==> src/zrl_pkg.sv <==
// Shared types and constants for the zero/0xFF run-length codec.
// No dependencies; every other file imports this package.
`default_nettype none

package zrl_pkg;

  localparam int unsigned MaxRes   = 4;
  localparam int unsigned ResIdxW  = $clog2(MaxRes);
  localparam int unsigned ResCntW  = $clog2(MaxRes + 1);
  localparam int unsigned QDepth   = 2;
  localparam int unsigned QPtrW    = $clog2(QDepth);
  localparam int unsigned QCntW    = $clog2(QDepth + 1);

  localparam logic [7:0] ByteZero  = 8'h00;
  localparam logic [7:0] ByteOnes  = 8'hFF;
  localparam logic [7:0] RunMax    = 8'd255;
  localparam logic [7:0] RepOne    = 8'd1;

  typedef enum logic {
    MODE_COMPRESS   = 1'b0,
    MODE_DECOMPRESS = 1'b1
  } mode_e;

  typedef struct packed {
    logic [7:0] in_byte;
    logic       stream_end;
  } in_item_t;

  typedef struct packed {
    logic [7:0] out_byte;
    logic [7:0] repeat_res;
    logic       item_last;
    logic       stream_done;
  } out_item_t;

  typedef struct packed {
    logic [7:0] value;
    logic [7:0] rep;
  } result_t;

  // One input's worth of results, produced by the front and expanded by the back.
  typedef struct packed {
    result_t [MaxRes-1:0] res;
    logic [ResIdxW-1:0]   last_idx;
    logic                 done;
  } cmd_t;

  typedef struct packed {
    logic valid;
    cmd_t cmd;
  } push_t;

  typedef struct packed {
    logic not_empty;
    logic full;
    cmd_t cmd;
  } q_status_t;

endpackage

`default_nettype wire

==> src/zrl_front.sv <==
// Front end: holds the mode register and run state, classifies each input
// and builds the list of results it causes. Depends on zrl_pkg.
`default_nettype none

module zrl_front import zrl_pkg::*; (
  input  logic     clk_i,
  input  logic     rst_ni,
  input  logic     cfg_we_i,
  input  logic     cfg_wdata_i,
  input  logic     in_valid_i,
  input  in_item_t in_item_i,
  input  logic     q_full_i,
  output push_t    push_o
);

  mode_e      mode_q;
  logic [7:0] run_count_q, run_count_d;
  logic       run_is_ff_q, run_is_ff_d;
  logic       marker_pending_q, marker_pending_d;

  logic       accept;
  logic       is_mark, kind, flush_a, sat, end_flush, kind_new;
  logic [7:0] b, cnt0, cnt1, cnt2, mk_old, mk_new;
  result_t [MaxRes-1:0] res;
  logic [ResCntW-1:0]   n;

  assign accept = in_valid_i && !q_full_i;

  always_comb begin
    b         = in_item_i.in_byte;
    is_mark   = (b == ByteZero) || (b == ByteOnes);
    kind      = (b == ByteOnes);
    mk_old    = run_is_ff_q ? ByteOnes : ByteZero;
    res       = '0;
    n         = '0;
    flush_a   = 1'b0;
    sat       = 1'b0;
    end_flush = 1'b0;
    cnt0      = run_count_q;
    cnt1      = run_count_q;
    cnt2      = run_count_q;
    kind_new  = run_is_ff_q;
    mk_new    = mk_old;
    run_count_d      = run_count_q;
    run_is_ff_d      = run_is_ff_q;
    marker_pending_d = marker_pending_q;

    unique case (mode_q)
      MODE_COMPRESS: begin
        flush_a = (run_count_q != 8'd0) && (!is_mark || (kind != run_is_ff_q));
        if (flush_a) begin
          res[n[ResIdxW-1:0]] = '{value: mk_old, rep: RepOne};
          n = n + 1'b1;
          res[n[ResIdxW-1:0]] = '{value: run_count_q, rep: RepOne};
          n = n + 1'b1;
        end
        cnt0 = flush_a ? 8'd0 : run_count_q;
        if (is_mark) begin
          kind_new = (cnt0 == 8'd0) ? kind : run_is_ff_q;
          mk_new   = kind_new ? ByteOnes : ByteZero;
          cnt1     = cnt0 + 8'd1;
          sat      = (cnt1 == RunMax);
          if (sat) begin
            res[n[ResIdxW-1:0]] = '{value: mk_new, rep: RepOne};
            n = n + 1'b1;
            res[n[ResIdxW-1:0]] = '{value: RunMax, rep: RepOne};
            n = n + 1'b1;
          end
          cnt2 = sat ? 8'd0 : cnt1;
        end else begin
          res[n[ResIdxW-1:0]] = '{value: b, rep: RepOne};
          n = n + 1'b1;
          cnt2 = 8'd0;
        end
        end_flush = in_item_i.stream_end && (cnt2 != 8'd0);
        if (end_flush) begin
          res[n[ResIdxW-1:0]] = '{value: mk_new, rep: RepOne};
          n = n + 1'b1;
          res[n[ResIdxW-1:0]] = '{value: cnt2, rep: RepOne};
          n = n + 1'b1;
        end
        run_count_d = cnt2;
        run_is_ff_d = kind_new;
      end
      MODE_DECOMPRESS: begin
        if (marker_pending_q) begin
          res[n[ResIdxW-1:0]] = '{value: mk_old, rep: b};
          n = n + 1'b1;
          marker_pending_d = 1'b0;
        end else if (is_mark) begin
          marker_pending_d = 1'b1;
          run_is_ff_d      = kind;
        end else begin
          res[n[ResIdxW-1:0]] = '{value: b, rep: RepOne};
          n = n + 1'b1;
        end
        // A marker left dangling at the end of the stream stands for one byte.
        if (in_item_i.stream_end && marker_pending_d) begin
          res[n[ResIdxW-1:0]] = '{value: (kind ? ByteOnes : ByteZero), rep: RepOne};
          n = n + 1'b1;
        end
      end
      default: begin
        n = '0;
      end
    endcase

    // An end input with nothing else to say still reports the stream end.
    if (in_item_i.stream_end && (n == '0)) begin
      res[0] = '{value: ByteZero, rep: 8'd0};
      n = n + 1'b1;
    end

    if (in_item_i.stream_end) begin
      run_count_d      = 8'd0;
      run_is_ff_d      = 1'b0;
      marker_pending_d = 1'b0;
    end
  end

  always_comb begin
    push_o.valid        = accept && (n != '0);
    push_o.cmd.res      = res;
    push_o.cmd.last_idx = ResIdxW'(n - 1'b1);
    push_o.cmd.done     = in_item_i.stream_end;
  end

  always_ff @(posedge clk_i or negedge rst_ni) begin
    if (!rst_ni) begin
      mode_q           <= MODE_COMPRESS;
      run_count_q      <= 8'd0;
      run_is_ff_q      <= 1'b0;
      marker_pending_q <= 1'b0;
    end else if (cfg_we_i) begin
      mode_q           <= mode_e'(cfg_wdata_i);
      run_count_q      <= 8'd0;
      run_is_ff_q      <= 1'b0;
      marker_pending_q <= 1'b0;
    end else if (accept) begin
      run_count_q      <= run_count_d;
      run_is_ff_q      <= run_is_ff_d;
      marker_pending_q <= marker_pending_d;
    end
  end

endmodule

`default_nettype wire

==> src/zrl_queue.sv <==
// Two-entry command queue between the front and back ends.
// Depends on zrl_pkg for the command type.
`default_nettype none

module zrl_queue import zrl_pkg::*; (
  input  logic      clk_i,
  input  logic      rst_ni,
  input  push_t     push_i,
  input  logic      pop_i,
  output q_status_t status_o
);

  cmd_t [QDepth-1:0] mem_q;
  logic [QPtrW-1:0]  wr_ptr_q, rd_ptr_q;
  logic [QCntW-1:0]  count_q;

  always_comb begin
    status_o.not_empty = (count_q != '0);
    status_o.full      = (count_q == QCntW'(QDepth));
    status_o.cmd       = mem_q[rd_ptr_q];
  end

  always_ff @(posedge clk_i) begin
    if (push_i.valid) begin
      mem_q[wr_ptr_q] <= push_i.cmd;
    end
  end

  always_ff @(posedge clk_i or negedge rst_ni) begin
    if (!rst_ni) begin
      wr_ptr_q <= '0;
      rd_ptr_q <= '0;
      count_q  <= '0;
    end else begin
      if (push_i.valid) begin
        wr_ptr_q <= wr_ptr_q + 1'b1;
      end
      if (pop_i) begin
        rd_ptr_q <= rd_ptr_q + 1'b1;
      end
      case ({push_i.valid, pop_i})
        2'b10:   count_q <= count_q + 1'b1;
        2'b01:   count_q <= count_q - 1'b1;
        default: count_q <= count_q;
      endcase
    end
  end

endmodule

`default_nettype wire

==> src/zrl_back.sv <==
// Back end: walks the head command one result per cycle, while the output is not
// stalled, into the output register. Depends on zrl_pkg.
`default_nettype none

module zrl_back import zrl_pkg::*; (
  input  logic      clk_i,
  input  logic      rst_ni,
  input  q_status_t status_i,
  output logic      pop_o,
  output logic      out_valid_o,
  input  logic      out_stall_i,
  output out_item_t out_item_o
);

  logic [ResIdxW-1:0] idx_q;
  logic               out_valid_q;
  out_item_t          out_q;
  logic               load, is_last;
  result_t            cur;

  assign load    = status_i.not_empty && (!out_valid_q || !out_stall_i);
  assign is_last = (idx_q == status_i.cmd.last_idx);
  assign cur     = status_i.cmd.res[idx_q];
  assign pop_o   = load && is_last;

  always_ff @(posedge clk_i) begin
    if (load) begin
      out_q.out_byte    <= cur.value;
      out_q.repeat_res  <= cur.rep;
      out_q.item_last   <= is_last;
      out_q.stream_done <= is_last && status_i.cmd.done;
    end
  end

  always_ff @(posedge clk_i or negedge rst_ni) begin
    if (!rst_ni) begin
      idx_q       <= '0;
      out_valid_q <= 1'b0;
    end else begin
      if (!out_valid_q || !out_stall_i) begin
        out_valid_q <= status_i.not_empty;
      end
      if (load) begin
        idx_q <= is_last ? '0 : idx_q + 1'b1;
      end
    end
  end

  assign out_valid_o = out_valid_q;
  assign out_item_o  = out_q;

endmodule

`default_nettype wire

==> src/zero_ff_run_length_codec.sv <==
// An accepted input transaction is written into the command queue; its results are then
// loaded one at a time from the queue head into the output register, where they are taken.
// Throughput: an input causes 1 to 4 results, which the back end's output register hands
// out at one result per cycle while out_stall_i is low; an input causing none is dropped.
// The front accepts a transaction every cycle while the two-entry command queue has room.
// Reset (rst_ni low, asynchronous) selects compress mode, clears run state and empties
// the queue and output register. Depends on zrl_pkg, zrl_front, zrl_queue, zrl_back.
`default_nettype none

module zero_ff_run_length_codec import zrl_pkg::*; (
  input  logic      clk_i,
  input  logic      rst_ni,
  // Mode register write port.
  input  logic      cfg_we_i,
  input  logic      cfg_wdata_i,
  // Input channel.
  input  logic      in_valid_i,
  output logic      in_stall_o,
  input  in_item_t  in_item_i,
  // Output channel.
  output logic      out_valid_o,
  input  logic      out_stall_i,
  output out_item_t out_item_o
);

  // The front end turns each accepted transaction into one command holding
  // every result that transaction causes. Commands with no results (a run
  // still growing, or a marker awaiting its count) are dropped at the front.
  push_t     push;
  q_status_t q_status;
  logic      pop;

  // The input stalls only when the command queue is full, which depends
  // on registered state alone, never on in_valid_i.
  assign in_stall_o = q_status.full;

  zrl_front u_front (
    .clk_i       (clk_i),
    .rst_ni      (rst_ni),
    .cfg_we_i    (cfg_we_i),
    .cfg_wdata_i (cfg_wdata_i),
    .in_valid_i  (in_valid_i),
    .in_item_i   (in_item_i),
    .q_full_i    (q_status.full),
    .push_o      (push)
  );

  // The queue decouples the two sides so a stalled output does not stop
  // the front from taking more input until both entries are used.
  zrl_queue u_queue (
    .clk_i    (clk_i),
    .rst_ni   (rst_ni),
    .push_i   (push),
    .pop_i    (pop),
    .status_o (q_status)
  );

  // The back end steps through the head command, one result per cycle while the output
  // is not stalled, and pops it once its last result has been loaded into the output.
  zrl_back u_back (
    .clk_i       (clk_i),
    .rst_ni      (rst_ni),
    .status_i    (q_status),
    .pop_o       (pop),
    .out_valid_o (out_valid_o),
    .out_stall_i (out_stall_i),
    .out_item_o  (out_item_o)
  );

endmodule

`default_nettype wire

==> config.mk <==
export PLATFORM = sky130hd
export DESIGN_NAME = zero_ff_run_length_codec
export DESIGN_NICKNAME = d
export VERILOG_FILES = /design/src/zrl_pkg.sv /design/src/zrl_front.sv /design/src/zrl_queue.sv /design/src/zrl_back.sv /design/src/zero_ff_run_length_codec.sv
export SDC_FILE = /design/constraint.sdc
export NUM_CORES = 1
export LEC_CHECK = 0
export BUFFER_PORTS_ARGS = -buffer_cell sky130_fd_sc_hd__buf_4
export CORE_MARGIN = 4
export CORE_UTILIZATION = 55
export DETAILED_ROUTE_END_ITERATION = 10
export PLACE_DENSITY = 0.73
export SLEW_MARGIN = 0
export SYNTH_ARGS = -nofsm -noshare
export SYNTH_HDL_FRONTEND = slang
export SYNTH_SLANG_ARGS = --single-unit
==> constraint.sdc <==
create_clock -name clk_i -period 7.4 [get_ports clk_i]
set_input_delay 0.74 -clock clk_i [delete_from_list [all_inputs] [get_ports clk_i]]
set_output_delay 0.74 -clock clk_i [all_outputs]
set_load 0.05 [all_outputs]
==> results of run 1 <==
Yosys cell counts (3+ instances only):
cell type	count	share of area (%)
sky130_fd_sc_hd__and4_1	3	0.41
sky130_fd_sc_hd__ha_1	11	2.1
sky130_fd_sc_hd__nor3_1	11	0.85
sky130_fd_sc_hd__xor2_1	5	0.68
sky130_fd_sc_hd__nor2_1	31	1.8
sky130_fd_sc_hd__nand3_1	15	1.2
sky130_fd_sc_hd__inv_1	22	1.3
sky130_fd_sc_hd__buf_1	4	0.23
sky130_fd_sc_hd__edfxtp_1	110	51
sky130_fd_sc_hd__mux2i_1	12	1.9
sky130_fd_sc_hd__a211oi_1	7	0.82
sky130_fd_sc_hd__dfrtp_1	18	7.0
sky130_fd_sc_hd__buf_2	11	0.85
sky130_fd_sc_hd__o22ai_1	3	0.29
sky130_fd_sc_hd__or3_1	3	0.29
sky130_fd_sc_hd__a21o_1	9	1.0
sky130_fd_sc_hd__clkbuf_1	15	0.87
sky130_fd_sc_hd__o32ai_1	3	0.41
sky130_fd_sc_hd__nor2b_1	8	0.78
sky130_fd_sc_hd__nor4_1	5	0.49
sky130_fd_sc_hd__xnor2_1	10	1.4
sky130_fd_sc_hd__and2_1	20	1.9
sky130_fd_sc_hd__and3_1	3	0.29
sky130_fd_sc_hd__a22oi_1	8	0.93
sky130_fd_sc_hd__mux4_2	18	6.3
sky130_fd_sc_hd__a32oi_1	3	0.41
sky130_fd_sc_hd__a21oi_1	34	2.6
sky130_fd_sc_hd__a31oi_1	3	0.29
sky130_fd_sc_hd__nand4_1	3	0.29
sky130_fd_sc_hd__o21ai_0	18	1.4
sky130_fd_sc_hd__nand2_1	77	4.5
cell families after synthesis:
| logic type | count (synthesis) | share of synthesized area [%] |
|---|---|---|
| simple gates | 186 | 13.8 |
| flops | 128 | 58.3 |
| compound gates | 110 | 12.0 |
| buf+inv | 54 | 3.42 |
| mux | 31 | 8.33 |
| xor+xnor | 15 | 2.04 |
| fa+ha+maj | 11 | 2.14 |
registers in the layout, summed over array words and instances (netlist names), 2 cells and up:
name / cells
u_queue.mem_q: 92
u_back.out_item_o: 18
u_front.run_count_q: 8
u_back.idx_q: 2
u_queue.count_q: 2
area by class of cell:
type	count	area, um^2
clock inverter	7	63.8
tap	143	179
multi-input combinational	353	2480
timing repair buffer	41	333
fill	880	4070
sequential	128	3750
clock buffer	24	452
inverter	23	86.3
worst max-delay path by stage:
stage,from,to
6_report,in_item_i[8],u_queue.count_q[1]$_DFFE_PN0P_
5_1_grt,in_item_i[8],u_queue.count_q[1]$_DFFE_PN0P_
4_1_cts,in_item_i[8],u_queue.count_q[1]$_DFFE_PN0P_
3_5_place_dp,in_item_i[8],u_queue.count_q[1]$_DFFE_PN0P_
3_3_place_gp,in_item_i[8],u_queue.count_q[1]$_DFFE_PN0P_
2_1_floorplan,in_item_i[4],u_queue.mem_q[0]$_DFFE_PP_
power groups by stage:
stage          clock network (mW)  logic, mW  registers, mW
6_report                    0.735      0.801           1.12
5_1_grt                     0.790      0.864           1.13
4_1_cts                     0.746      0.818           1.12
3_5_place_dp                    0      0.814           1.13
3_3_place_gp                    0      0.796           1.12
2_1_floorplan                   0      0.421           1.27
layout by cell type, fill, tap and decap left out, drive strengths merged, types with 5 or more instances in the layout:
cell type | synthesis | final
a21oi | 34 | 34
nand3 | 16 | 16
nor2b | 8 | 8
a21o | 9 | 9
mux2i | 12 | 12
xnor2 | 10 | 10
buf | 16 | 41
mux4 | 18 | 18
ha | 11 | 11
clkbuf | 15 | 24
nor3 | 12 | 12
dfrtp | 18 | 18
and2 | 20 | 20
nand2 | 78 | 78
o21ai | 19 | 19
nor4 | 6 | 6
edfxtp | 110 | 110
nor2 | 31 | 31
a22oi | 8 | 8
xor2 | 5 | 5
a211oi | 7 | 7
inv | 23 | 23
per-layer routing:
metal | up-vias | GRT usage [%] | part of all wire (%)
li1 | 2054 | - | -
met1 | 2211 | 30.7 | 40
met2 | 230 | 39.0 | 50
met3 | 35 | 5.13 | 7.4
met4 | 0 | 10.1 | 2.7
met5 | - | 0 | 0
per-stage QoR:
step	power, mW	cells
6_report	2.65	719
5_1_grt	2.79	719
4_1_cts	2.68	719
3_5_place_dp	1.94	688
3_3_place_gp	1.91	688
2_1_floorplan	1.70	535
critical path: stages:
cell and delay, ps:
sky130_fd_sc_hd__buf_4 130, sky130_fd_sc_hd__nor4_1 700, sky130_fd_sc_hd__nand3_1 320, sky130_fd_sc_hd__nand2_1 260, sky130_fd_sc_hd__nand2_1 170, sky130_fd_sc_hd__inv_1 90
sky130_fd_sc_hd__ha_1 330, sky130_fd_sc_hd__nand3_2 140, sky130_fd_sc_hd__or3_4 370, sky130_fd_sc_hd__a2111oi_4 510, sky130_fd_sc_hd__nand2_2 180, sky130_fd_sc_hd__ha_1 400
sky130_fd_sc_hd__inv_1 110, sky130_fd_sc_hd__nor3_1 280, sky130_fd_sc_hd__nor3_1 140, sky130_fd_sc_hd__inv_1 120, sky130_fd_sc_hd__ha_1 190, sky130_fd_sc_hd__nand2_1 100
sky130_fd_sc_hd__a211oi_1 420, sky130_fd_sc_hd__xnor2_1 240, sky130_fd_sc_hd__ha_1 190, sky130_fd_sc_hd__nand2_1 80, sky130_fd_sc_hd__o31ai_4 350, sky130_fd_sc_hd__ha_1 330
sky130_fd_sc_hd__nor2_1 140, sky130_fd_sc_hd__xor2_1 150
==> reports/qor.txt, run 1 <==
STATUS
------------------------------------------------------------------------------
Outcome ......................................................... complete, no violations

TIMING
------------------------------------------------------------------------------
Highest attainable clock frequency ..............................    0.146 GHz
Total Negative Setup Slacks .....................................         0 ps
Final critical path time including I/O delays and setup .........      6850 ps
Final Max Tran Viols ............................................            0
Slew HR .........................................................        28.9%
Final setup violation count .....................................            0
Worst hold slack after final layout .............................       189 ps
RSZ-0062 raised after global routing ............................           no
Crit path setup slack, layout ...................................       551 ps
Transition time at the pin with the least slew margin ...........      1070 ps
Final Hold Viols ................................................            0
Post-route fraction of the period consumed by the critical path .        92.6%
Setup clock skew after layout ...................................      5.17 ps

CTS
------------------------------------------------------------------------------
Number of buffers added to fix hold violations after cts ........            0
Maximum buffer depth of the clock tree ..........................            2
H-tree level count ..............................................            4
Total CTS buffers ...............................................           17
Setup Fix Bufs, Post-CTS ........................................            0
Count of clock tree sinks .......................................          128
Clock Pin Slew Worst Setup and Hold Paths .......................        50 ps
Number of gates given a new drive strength after cts ............            0
TritonCTS clock tree ............................................        built
Root buffer cell ................................................ sky130_fd_sc_hd__clkbuf_16
Later-pin clock latency in the skew report ......................       420 ps

GLOBAL ROUTING
------------------------------------------------------------------------------
Initial antenna violation count .................................            0
Overall fraction of global-route tracks in use ..................        23.7%
Pin count of the biggest net entering global routing ............           47
Number of global-route vias before repair .......................         4465
First-pass GRT wire length ......................................     23700 um
Congestion Overflow GR ..........................................            0

LOGIC SYNTHESIS
------------------------------------------------------------------------------
Netlist area before placement ................................... 0.00644 mm^2
Yosys reg bits ..................................................          128
Part of the Yosys area used for sequential elements .............        58.3%
Commonest register cell after synthesis ......................... sky130_fd_sc_hd__edfxtp_1
Avg Cell Area, Syn ..............................................    12.0 um^2
Cells after synthesis ...........................................          535
Netlist cell types ..............................................           58
Count of flip-flops with a built-in enable after synthesis ......          110
Post-synth net total ............................................          561
Async set-reset flop share out of synthesis .....................        14.1%
Yosys warning total .............................................            0

PLACE
------------------------------------------------------------------------------
Routability cong. ...............................................        0.895
Final HPWL from detailed placement ..............................     10100 um
Instance area after placement ................................... 0.00684 mm^2
Post-place setup slack ..........................................       475 ps
Port Buf Inserts ................................................           34

ROUTE
------------------------------------------------------------------------------
Wire per inst ...................................................      20.7 um
Final antenna-violating net count ...............................            0
Via-per-instance ratio ..........................................         6.30
Drt first-iter violations .......................................          553
Drt first pass iters ............................................            5
# DRC ...........................................................            0
Total number of vias ............................................         4530
Total detailed-routing wirelength ...............................     14900 um

SETUP PATH
------------------------------------------------------------------------------
Worst Reg-to-Reg Cells ..........................................           25
Required time worst endpoint ....................................      7740 ps
Type of element launching the critical path ..................... primary input
Critical Path Fanout Max ........................................            9
Critical register-to-register path startpoint ................... u_front.run_is_ff_q$_DFFE_PN0P_
CP Capture Type .................................................    flip-flop
Destination of the worst register-to-register timing path ....... u_queue.count_q[1]$_DFFE_PN0P_
Data arrival at the endpoint of the critical path ...............      7190 ps
Setup slack of the most critical reg-to-reg path ................      1230 ps
Critical Setup Path Class ....................................... primary input to flip-flop

POWER
------------------------------------------------------------------------------
VDD IR max ......................................................       306 uV
Cell-internal power .............................................      1.77 mW
Net switching fraction of the power .............................        33.1%
Sequential share of power .......................................        42.1%
Relative contribution of the clock network to total power .......        27.7%
Leakage .........................................................      2.66 nW
Net load switching power ........................................     0.877 mW
Power per cell area .............................................  361 mW/mm^2
Combinational power share .......................................        30.2%

FINAL LAYOUT
------------------------------------------------------------------------------
Final core utilization ..........................................        64.4%
Antenna diodes ..................................................            0
Post-layout net count ...........................................          590
Post-synthesis to final-layout area growth ......................        14.1%
Finished Cell Area .............................................. 0.00735 mm^2
Ratio of cells with drive above 1 in the final layout ...........        17.2%

FLOORPLANNING
------------------------------------------------------------------------------
Overall die area ................................................  0.0135 mm^2
Die height ......................................................       116 um
Floorplan Core Area .............................................  0.0114 mm^2
Initial standard-cell utilization of the core ...................        56.4%
Die Span X ......................................................       116 um
Core Rows .......................................................           39
Ports ...........................................................           35

RUN
------------------------------------------------------------------------------
Max Cap Viol ....................................................            0

WORST HOLD PATH
------------------------------------------------------------------------------
Hold crit path type ............................................. primary input to asynchronous set/reset pin

(Power assumes the default switching activity.)
==> inputs of run 2 (changes only) <==
--- a/config.mk
+++ b/config.mk
@@ -6,9 +6,12 @@
 export NUM_CORES = 1
 export LEC_CHECK = 0
 export BUFFER_PORTS_ARGS = -buffer_cell sky130_fd_sc_hd__buf_4
+export CORE_ASPECT_RATIO = 0.75
 export CORE_MARGIN = 4
 export CORE_UTILIZATION = 55
+export CTS_CLUSTER_SIZE = 10
 export DETAILED_ROUTE_END_ITERATION = 10
+export GPL_ROUTABILITY_DRIVEN = 0
 export PLACE_DENSITY = 0.73
 export SLEW_MARGIN = 0
 export SYNTH_ARGS = -nofsm -noshare
==> reports/qor.txt, run 2 (same netlist as run 1, synthesis figures left out) <==
CTS
------------------------------------------------------------------------------
Number of buffers added to fix hold violations after cts ........            0   unchanged
Count of clock tree sinks .......................................          128   unchanged
Maximum buffer depth of the clock tree ..........................            2   unchanged
H-tree level count ..............................................            4   unchanged
TritonCTS clock tree ............................................        built
Root buffer cell ................................................ sky130_fd_sc_hd__clkbuf_16
Later-pin clock latency in the skew report ......................       420 ps   about the same
Number of gates given a new drive strength after cts ............            0   unchanged
Clock Pin Slew Worst Setup and Hold Paths .......................        60 ps   about the same
Total CTS buffers ...............................................           17   unchanged
Setup Fix Bufs, Post-CTS ........................................            0   unchanged

GLOBAL ROUTING
------------------------------------------------------------------------------
Overall fraction of global-route tracks in use ..................        23.5%   -0.21 points
Congestion Overflow GR ..........................................            0   unchanged
Number of global-route vias before repair .......................         4290   -3.9%
Initial antenna violation count .................................            0   unchanged
First-pass GRT wire length ......................................     24000 um   +1.2%
Pin count of the biggest net entering global routing ............           37   -21%

TIMING
------------------------------------------------------------------------------
Post-route fraction of the period consumed by the critical path .        89.6%   -3.0 points
Final Max Tran Viols ............................................            0   unchanged
Highest attainable clock frequency ..............................    0.151 GHz   +3.3%
Setup clock skew after layout ...................................      10.1 ps   +4.92 ps
Final Hold Viols ................................................            0   unchanged
Final critical path time including I/O delays and setup .........      6630 ps   -221 ps
Slew HR .........................................................        18.0%   -11 points
RSZ-0062 raised after global routing ............................           no
Worst hold slack after final layout .............................       185 ps   -3.92 ps
Crit path setup slack, layout ...................................       771 ps   +221 ps
Final setup violation count .....................................            0   unchanged
Transition time at the pin with the least slew margin ...........      1200 ps   +134 ps

ROUTE
------------------------------------------------------------------------------
Via-per-instance ratio ..........................................         6.17   -2.1%
Total number of vias ............................................         4507   -0.51%
Drt first pass iters ............................................            6   +1
Wire per inst ...................................................      20.4 um   -1.5%
Total detailed-routing wirelength ...............................     14900 um   +0.18%
Drt first-iter violations .......................................          522   -5.6%
Final antenna-violating net count ...............................            0   unchanged
# DRC ...........................................................            0   unchanged

FINAL LAYOUT
------------------------------------------------------------------------------
Commonest non-fill, non-tap cells in the layout ................. sky130_fd_sc_hd__edfxtp_1, sky130_fd_sc_hd__nand2_1, sky130_fd_sc_hd__buf_4
Final non-filler cell total .....................................          731   +1.7%
Post-synthesis to final-layout area growth ......................        15.9%
Antenna diodes ..................................................            0   unchanged
Most common cell after layout, fill and taps aside .............. sky130_fd_sc_hd__edfxtp_1
Post-layout net count ...........................................          588   -0.34%
Ratio of cells with drive above 1 in the final layout ...........        18.5%   +1.3 points
Final core utilization ..........................................        66.7%   +2.4 points
Number of flip-flops in the largest register ....................           92   unchanged
Largest Register ................................................ u_queue.mem_q

SETUP PATH
------------------------------------------------------------------------------
Critical Setup Path Class ....................................... primary input to flip-flop
Data arrival at the endpoint of the critical path ...............      6970 ps   -220 ps
CP Capture Type .................................................    flip-flop
Cell family contributing the most delay on the critical path .... simple AND/OR/NAND/NOR gates
Maximum single-stage delay on the critical path .................       510 ps   -190 ps
Type of element launching the critical path ..................... primary input
CP max-delay cell ............................................... sky130_fd_sc_hd__nor4_1
Critical register-to-register path startpoint ................... u_front.run_is_ff_q$_DFFE_PN0P_
Most Frequent Cell on Critical Path ............................. sky130_fd_sc_hd__ha_1
Critical Path Fanout Max ........................................           10   +1
Required time worst endpoint ....................................      7740 ps   about the same
Number of buffers and inverters on the critical path ............            5   +1
Launching instance or port of the critical path ................. in_item_i[8]

FLOORPLANNING
------------------------------------------------------------------------------
Core Rows .......................................................           33   -15%
Die height ......................................................       102 um   -12%
Overall die area ................................................  0.0135 mm^2   +0.13%
Initial standard-cell utilization of the core ...................        57.6%   +1.2 points
Ports ...........................................................           35   unchanged
Die Span X ......................................................       133 um   +14%
Floorplan Core Area .............................................  0.0112 mm^2   -2.0%

POWER
------------------------------------------------------------------------------
Leakage .........................................................      2.72 nW   +2.0%
VDD IR max ......................................................       220 uV   -28%
Power per cell area .............................................  375 mW/mm^2   +4.0%

PLACE
------------------------------------------------------------------------------
Port Buf Inserts ................................................           34   unchanged
Post-place setup slack ..........................................       528 ps   +53.4 ps
Final HPWL from detailed placement ..............................     10200 um   +0.38%
Number of placed instances with taps included ...................          700   +1.7%

RUN
------------------------------------------------------------------------------
Max Cap Viol ....................................................            0   unchanged

WORST HOLD PATH
------------------------------------------------------------------------------
Hold crit path type ............................................. primary input to asynchronous set/reset pin

STATUS
------------------------------------------------------------------------------
Outcome ......................................................... complete, no violations

==> run 2: stage by stage <==
stage	TNS [ps]	instance area, um^2	total power [mW]
after CTS	0	7470	2.82
final	0	7470	2.80
after global placement	0	6840	1.91
after detailed placement	0	6840	1.93
after global routing	0	7470	2.93
after floorplan	-2000	6440	1.70
==> run 2: power by group <==
group	leakage (nW)	internal (mW)	switching, mW
registers	1.29	1.02	0.140
logic	1.11	0.296	0.458
clock network	0.310	0.568	0.320
total	2.72	1.88	0.918
==> run 2: per-layer routing <==
layer,global-route usage (%),routed length (um)
met1,32.6,6290
met2,37.7,7010
met5,0,0
met3,5.96,1400
met4,6.47,223
==> run 2: final timing paths <==
path | cells past startpoint | to | slack, ps
worst max-delay path | 27 | u_queue.count_q[1]$_DFFE_PN0P_ | 770
worst min-delay path | 1 | u_queue.wr_ptr_q$_DFFE_PN0P_ | 180
worst max register to register | 26 | u_queue.count_q[1]$_DFFE_PN0P_ | 1250
worst min register to register | 2 | u_back.out_valid_o$_DFFE_PN0N_ | 510
max in group asynchronous | 1 | u_queue.rd_ptr_q$_DFFE_PN0P_ | 7000
min in group clk_i | 2 | u_back.out_valid_o$_DFFE_PN0N_ | 510
==> run 2: layout make-up <==
type / count / area [um^2]
clock inverters: 14 / 203
inverters: 23 / 86.3
flip-flops and latches: 128 / 3750
repair buffers: 39 / 318
well taps: 157 / 196
clock buffers: 17 / 425
fillers: 799 / 3720
multi-input cells: 353 / 2480
==> inputs of run 3 (changes only) <==
--- a/config.mk
+++ b/config.mk
@@ -5,6 +5,7 @@
 export SDC_FILE = /design/constraint.sdc
 export NUM_CORES = 1
 export LEC_CHECK = 0
+export ABC_AREA = 1
 export BUFFER_PORTS_ARGS = -buffer_cell sky130_fd_sc_hd__buf_4
 export CORE_ASPECT_RATIO = 0.75
 export CORE_MARGIN = 4
==> reports/qor.txt, run 3 <==
TIMING
------------------------------------------------------------------------------
Post-route fraction of the period consumed by the critical path .        83.5%   -6.0 points
Setup clock skew after layout ...................................      13.2 ps   +3.10 ps
Final Max Tran Viols ............................................            0   unchanged
Final critical path time including I/O delays and setup .........      6180 ps   -447 ps
Total Negative Setup Slacks .....................................         0 ps   unchanged
Slew HR .........................................................        44.7%   +27 points
Transition time at the pin with the least slew margin ...........       828 ps   -371 ps
Highest attainable clock frequency ..............................    0.162 GHz   +7.2%
Final Hold Viols ................................................            0   unchanged
Final setup violation count .....................................            0   unchanged
Crit path setup slack, layout ...................................      1220 ps   +447 ps
RSZ-0062 raised after global routing ............................           no

CTS
------------------------------------------------------------------------------
H-tree level count ..............................................            4   unchanged
Clock Pin Slew Worst Setup and Hold Paths .......................        60 ps   about the same
Number of gates given a new drive strength after cts ............            0   unchanged
Number of buffers added to fix hold violations after cts ........            0   unchanged
Setup Fix Bufs, Post-CTS ........................................            0   unchanged
Later-pin clock latency in the skew report ......................       410 ps   about the same
Count of clock tree sinks .......................................          128   unchanged
TritonCTS clock tree ............................................        built
Root buffer cell ................................................ sky130_fd_sc_hd__clkbuf_16
Total CTS buffers ...............................................           17   unchanged
Maximum buffer depth of the clock tree ..........................            2   unchanged

LOGIC SYNTHESIS
------------------------------------------------------------------------------
Simple logic cell fraction of the synthesized area ..............        20.5%   +6.7 points
Netlist cell types ..............................................           38   -34%
Yosys reg bits ..................................................          128   unchanged
Commonest register cell after synthesis ......................... sky130_fd_sc_hd__edfxtp_1
Synth Area in Compound Gates ....................................        14.5%   +2.4 points
Cells after synthesis ...........................................          736   +38%
Post-synth net total ............................................          762   +36%
Async set-reset flop share out of synthesis .....................        14.1%   unchanged
Yosys warning total .............................................            0   unchanged
Largest family of logic cells by synthesized area ............... simple AND/OR/NAND/NOR gates
Adder and majority gate portion of the synthesized area .........        2.08%   -0.061 points
Leading cell types by count after synthesis ..................... sky130_fd_sc_hd__nand2_1, sky130_fd_sc_hd__nor2_1, sky130_fd_sc_hd__edfxtp_1
Avg Cell Area, Syn ..............................................    9.01 um^2   -25%
Share of Yosys cell area claimed by the top area cell type ......        49.8%   -1.5 points
Library cell with the largest summed area after synthesis ....... sky130_fd_sc_hd__edfxtp_1
Netlist area before placement ................................... 0.00663 mm^2   +2.9%
Most frequent cell after synthesis .............................. sky130_fd_sc_hd__nand2_1
Multiplexer fraction of the synthesized cell area ...............           0%   -8.3 points
Xor and xnor fraction of the mapped netlist area ................       0.792%   -1.2 points
Count of flip-flops with a built-in enable after synthesis ......          110   unchanged
Part of the Yosys area used for sequential elements .............        56.6%   -1.7 points
Ranking of synthesized cells by area ............................ sky130_fd_sc_hd__edfxtp_1, sky130_fd_sc_hd__nand2_1, sky130_fd_sc_hd__nor2_1

POWER
------------------------------------------------------------------------------
Leakage .........................................................      3.08 nW   +13%
VDD IR max ......................................................       214 uV   -3.1%
Power per cell area .............................................  366 mW/mm^2   -2.4%

STATUS
------------------------------------------------------------------------------
Outcome ......................................................... complete, no violations

FLOORPLANNING
------------------------------------------------------------------------------
Overall die area ................................................  0.0139 mm^2   +2.7%
Floorplan Core Area .............................................  0.0117 mm^2   +4.6%
Initial standard-cell utilization of the core ...................        56.7%   -0.89 points
Die height ......................................................       103 um   +1.3%
Core Rows .......................................................           34   +3.0%
Ports ...........................................................           35   unchanged
Die Span X ......................................................       135 um   +1.4%

PLACE
------------------------------------------------------------------------------
Port Buf Inserts ................................................           34   unchanged
Post-place setup slack ..........................................      1000 ps   +476 ps
Final HPWL from detailed placement ..............................     11600 um   +14%

ROUTE
------------------------------------------------------------------------------
Drt first-iter violations .......................................          740   +42%
Via-per-instance ratio ..........................................         5.84   -5.3%
# DRC ...........................................................            0   unchanged
Drt first pass iters ............................................            7   +1
Wire per inst ...................................................      17.6 um   -14%
Total detailed-routing wirelength ...............................     16600 um   +11%
Final antenna-violating net count ...............................            0   unchanged
Total number of vias ............................................         5495   +22%

SETUP PATH
------------------------------------------------------------------------------
Data arrival at the endpoint of the critical path ...............      6220 ps   -750 ps
CP max-delay cell ............................................... sky130_fd_sc_hd__buf_4
Required time worst endpoint ....................................      7430 ps   -310 ps
Critical register-to-register path startpoint ................... u_front.run_count_q[2]$_DFFE_PN0P_
Critical Setup Path Class ....................................... primary input to flip-flop
Destination of the worst register-to-register timing path ....... u_queue.mem_q[97]$_DFFE_PP_
Type of element launching the critical path ..................... primary input
Cell family contributing the most delay on the critical path .... simple AND/OR/NAND/NOR gates
Number of buffers and inverters on the critical path ............            7   +2
Maximum single-stage delay on the critical path .................       500 ps   about the same
Critical Path Fanout Max ........................................           46   +36
Most Frequent Cell on Critical Path ............................. sky130_fd_sc_hd__nand2_1
Setup slack of the most critical reg-to-reg path ................      1280 ps   +30 ps
Worst Reg-to-Reg Cells ..........................................           33   +27%
CP Capture Type .................................................    flip-flop

RUN
------------------------------------------------------------------------------
Max Cap Viol ....................................................            0   unchanged

GLOBAL ROUTING
------------------------------------------------------------------------------
Overall fraction of global-route tracks in use ..................        24.7%   +1.2 points
Pin count of the biggest net entering global routing ............           49   +32%
First-pass GRT wire length ......................................     26100 um   +8.9%
Number of global-route vias before repair .......................         4997   +16%
Congestion Overflow GR ..........................................            0   unchanged
Initial antenna violation count .................................            0   unchanged

WORST HOLD PATH
------------------------------------------------------------------------------
Hold crit path type ............................................. primary input to asynchronous set/reset pin

FINAL LAYOUT
------------------------------------------------------------------------------
Largest Register ................................................ u_queue.mem_q
Post-layout net count ...........................................          792   +35%
Most common cell after layout, fill and taps aside .............. sky130_fd_sc_hd__nand2_1
Number of flip-flops in the largest register ....................           92   unchanged
Commonest non-fill, non-tap cells in the layout ................. sky130_fd_sc_hd__nand2_1, sky130_fd_sc_hd__nor2_1, sky130_fd_sc_hd__edfxtp_1
Ratio of cells with drive above 1 in the final layout ...........        11.8%   -6.7 points
Post-synthesis to final-layout area growth ......................        14.0%
Antenna diodes ..................................................            0   unchanged

[run 3: cell count changes after synthesis, moves of 9 or more]
cell / before / now
sky130_fd_sc_hd__xnor2_1: 10 / 1
sky130_fd_sc_hd__and2_1: 20 / 0
sky130_fd_sc_hd__nor2_1: 31 / 131
sky130_fd_sc_hd__inv_1: 22 / 58
sky130_fd_sc_hd__nand2_1: 77 / 141
sky130_fd_sc_hd__mux4_2: 18 / 0
sky130_fd_sc_hd__nand3_1: 15 / 29
sky130_fd_sc_hd__nor3_1: 11 / 0
sky130_fd_sc_hd__a21o_1: 9 / 0
sky130_fd_sc_hd__o22ai_1: 3 / 17
sky130_fd_sc_hd__buf_2: 11 / 2
sky130_fd_sc_hd__mux2i_1: 12 / 0
sky130_fd_sc_hd__o21ai_0: 18 / 89
[run 3: power breakdown]
part	leakage (nW)	total [mW]	internal, mW	switching (mW)
Clock	0.264	0.781	0.489	0.292
Sequential	1.28	1.10	1.03	0.0687
Combinational	1.53	0.886	0.242	0.644
[run 3: worst register-to-register path, delay by kind of cell (launching register included)]
family | cells | cell delay, ps
AOI/OAI and AO/OA | 2 | 550
adders and majority gates | 3 | 630
buffers and inverters | 6 | 1050
DFF | 1 | 450
and+or+nand+nor | 22 | 3030
[run 3: layout make-up]
cell class	instances	area, um^2
fill	945	4140
sequential	128	3750
multi-input combinational	516	2520
clock buffer	19	433
timing repair buffer	39	293
inverter	64	240
tap	162	203
clock inverter	13	120
[run 3: stage by stage]
| step | hold WS (ps) | instances | area, um^2 | power, mW | utilization [%] |
|---|---|---|---|---|---|
| final | 203 | 941 | 7560 | 2.77 | 64.6 |
| after global routing | 218 | 941 | 7560 | 2.91 | 64.6 |
| after CTS | 207 | 941 | 7560 | 2.78 | 64.6 |
| after detailed placement | 481 | 909 | 7010 | 2.00 | 59.9 |
| after global placement | 460 | 909 | 7010 | 1.98 | 59.9 |
| after floorplan | 442 | 736 | 6630 | 1.73 | - |
[run 3: logic make-up (layout without fill, tap and decap cells)]
family,count (synthesis),in the layout
DFF,128,128
AOI/OAI and AO/OA,173,173
buffers and inverters,92,135
and+or+nand+nor,326,326
xor gates and xnor gates,6,6
adders and majority gates,11,11
[run 3: layer usage]
layer,share of wire [%],vias to the layer above,GRT usage (%)
met1,42,2565,34.4
li1,-,2585,-
met5,0,-,0
met3,11,30,6.88
met4,2.0,0,8.29
met2,45,315,38.0
[run 3: worst max path at each step]
stage	start	end	depth (start not counted)
6_report	in_item_i[2]	u_queue.mem_q[97]$_DFFE_PP_	36
5_1_grt	in_item_i[2]	u_queue.mem_q[132]$_DFFE_PP_	36
4_1_cts	in_item_i[2]	u_queue.mem_q[132]$_DFFE_PP_	36
3_5_place_dp	in_item_i[2]	u_queue.mem_q[102]$_DFFE_PP_	36
3_3_place_gp	in_item_i[2]	u_queue.mem_q[102]$_DFFE_PP_	36
2_1_floorplan	in_item_i[2]	u_queue.mem_q[100]$_DFFE_PP_	37
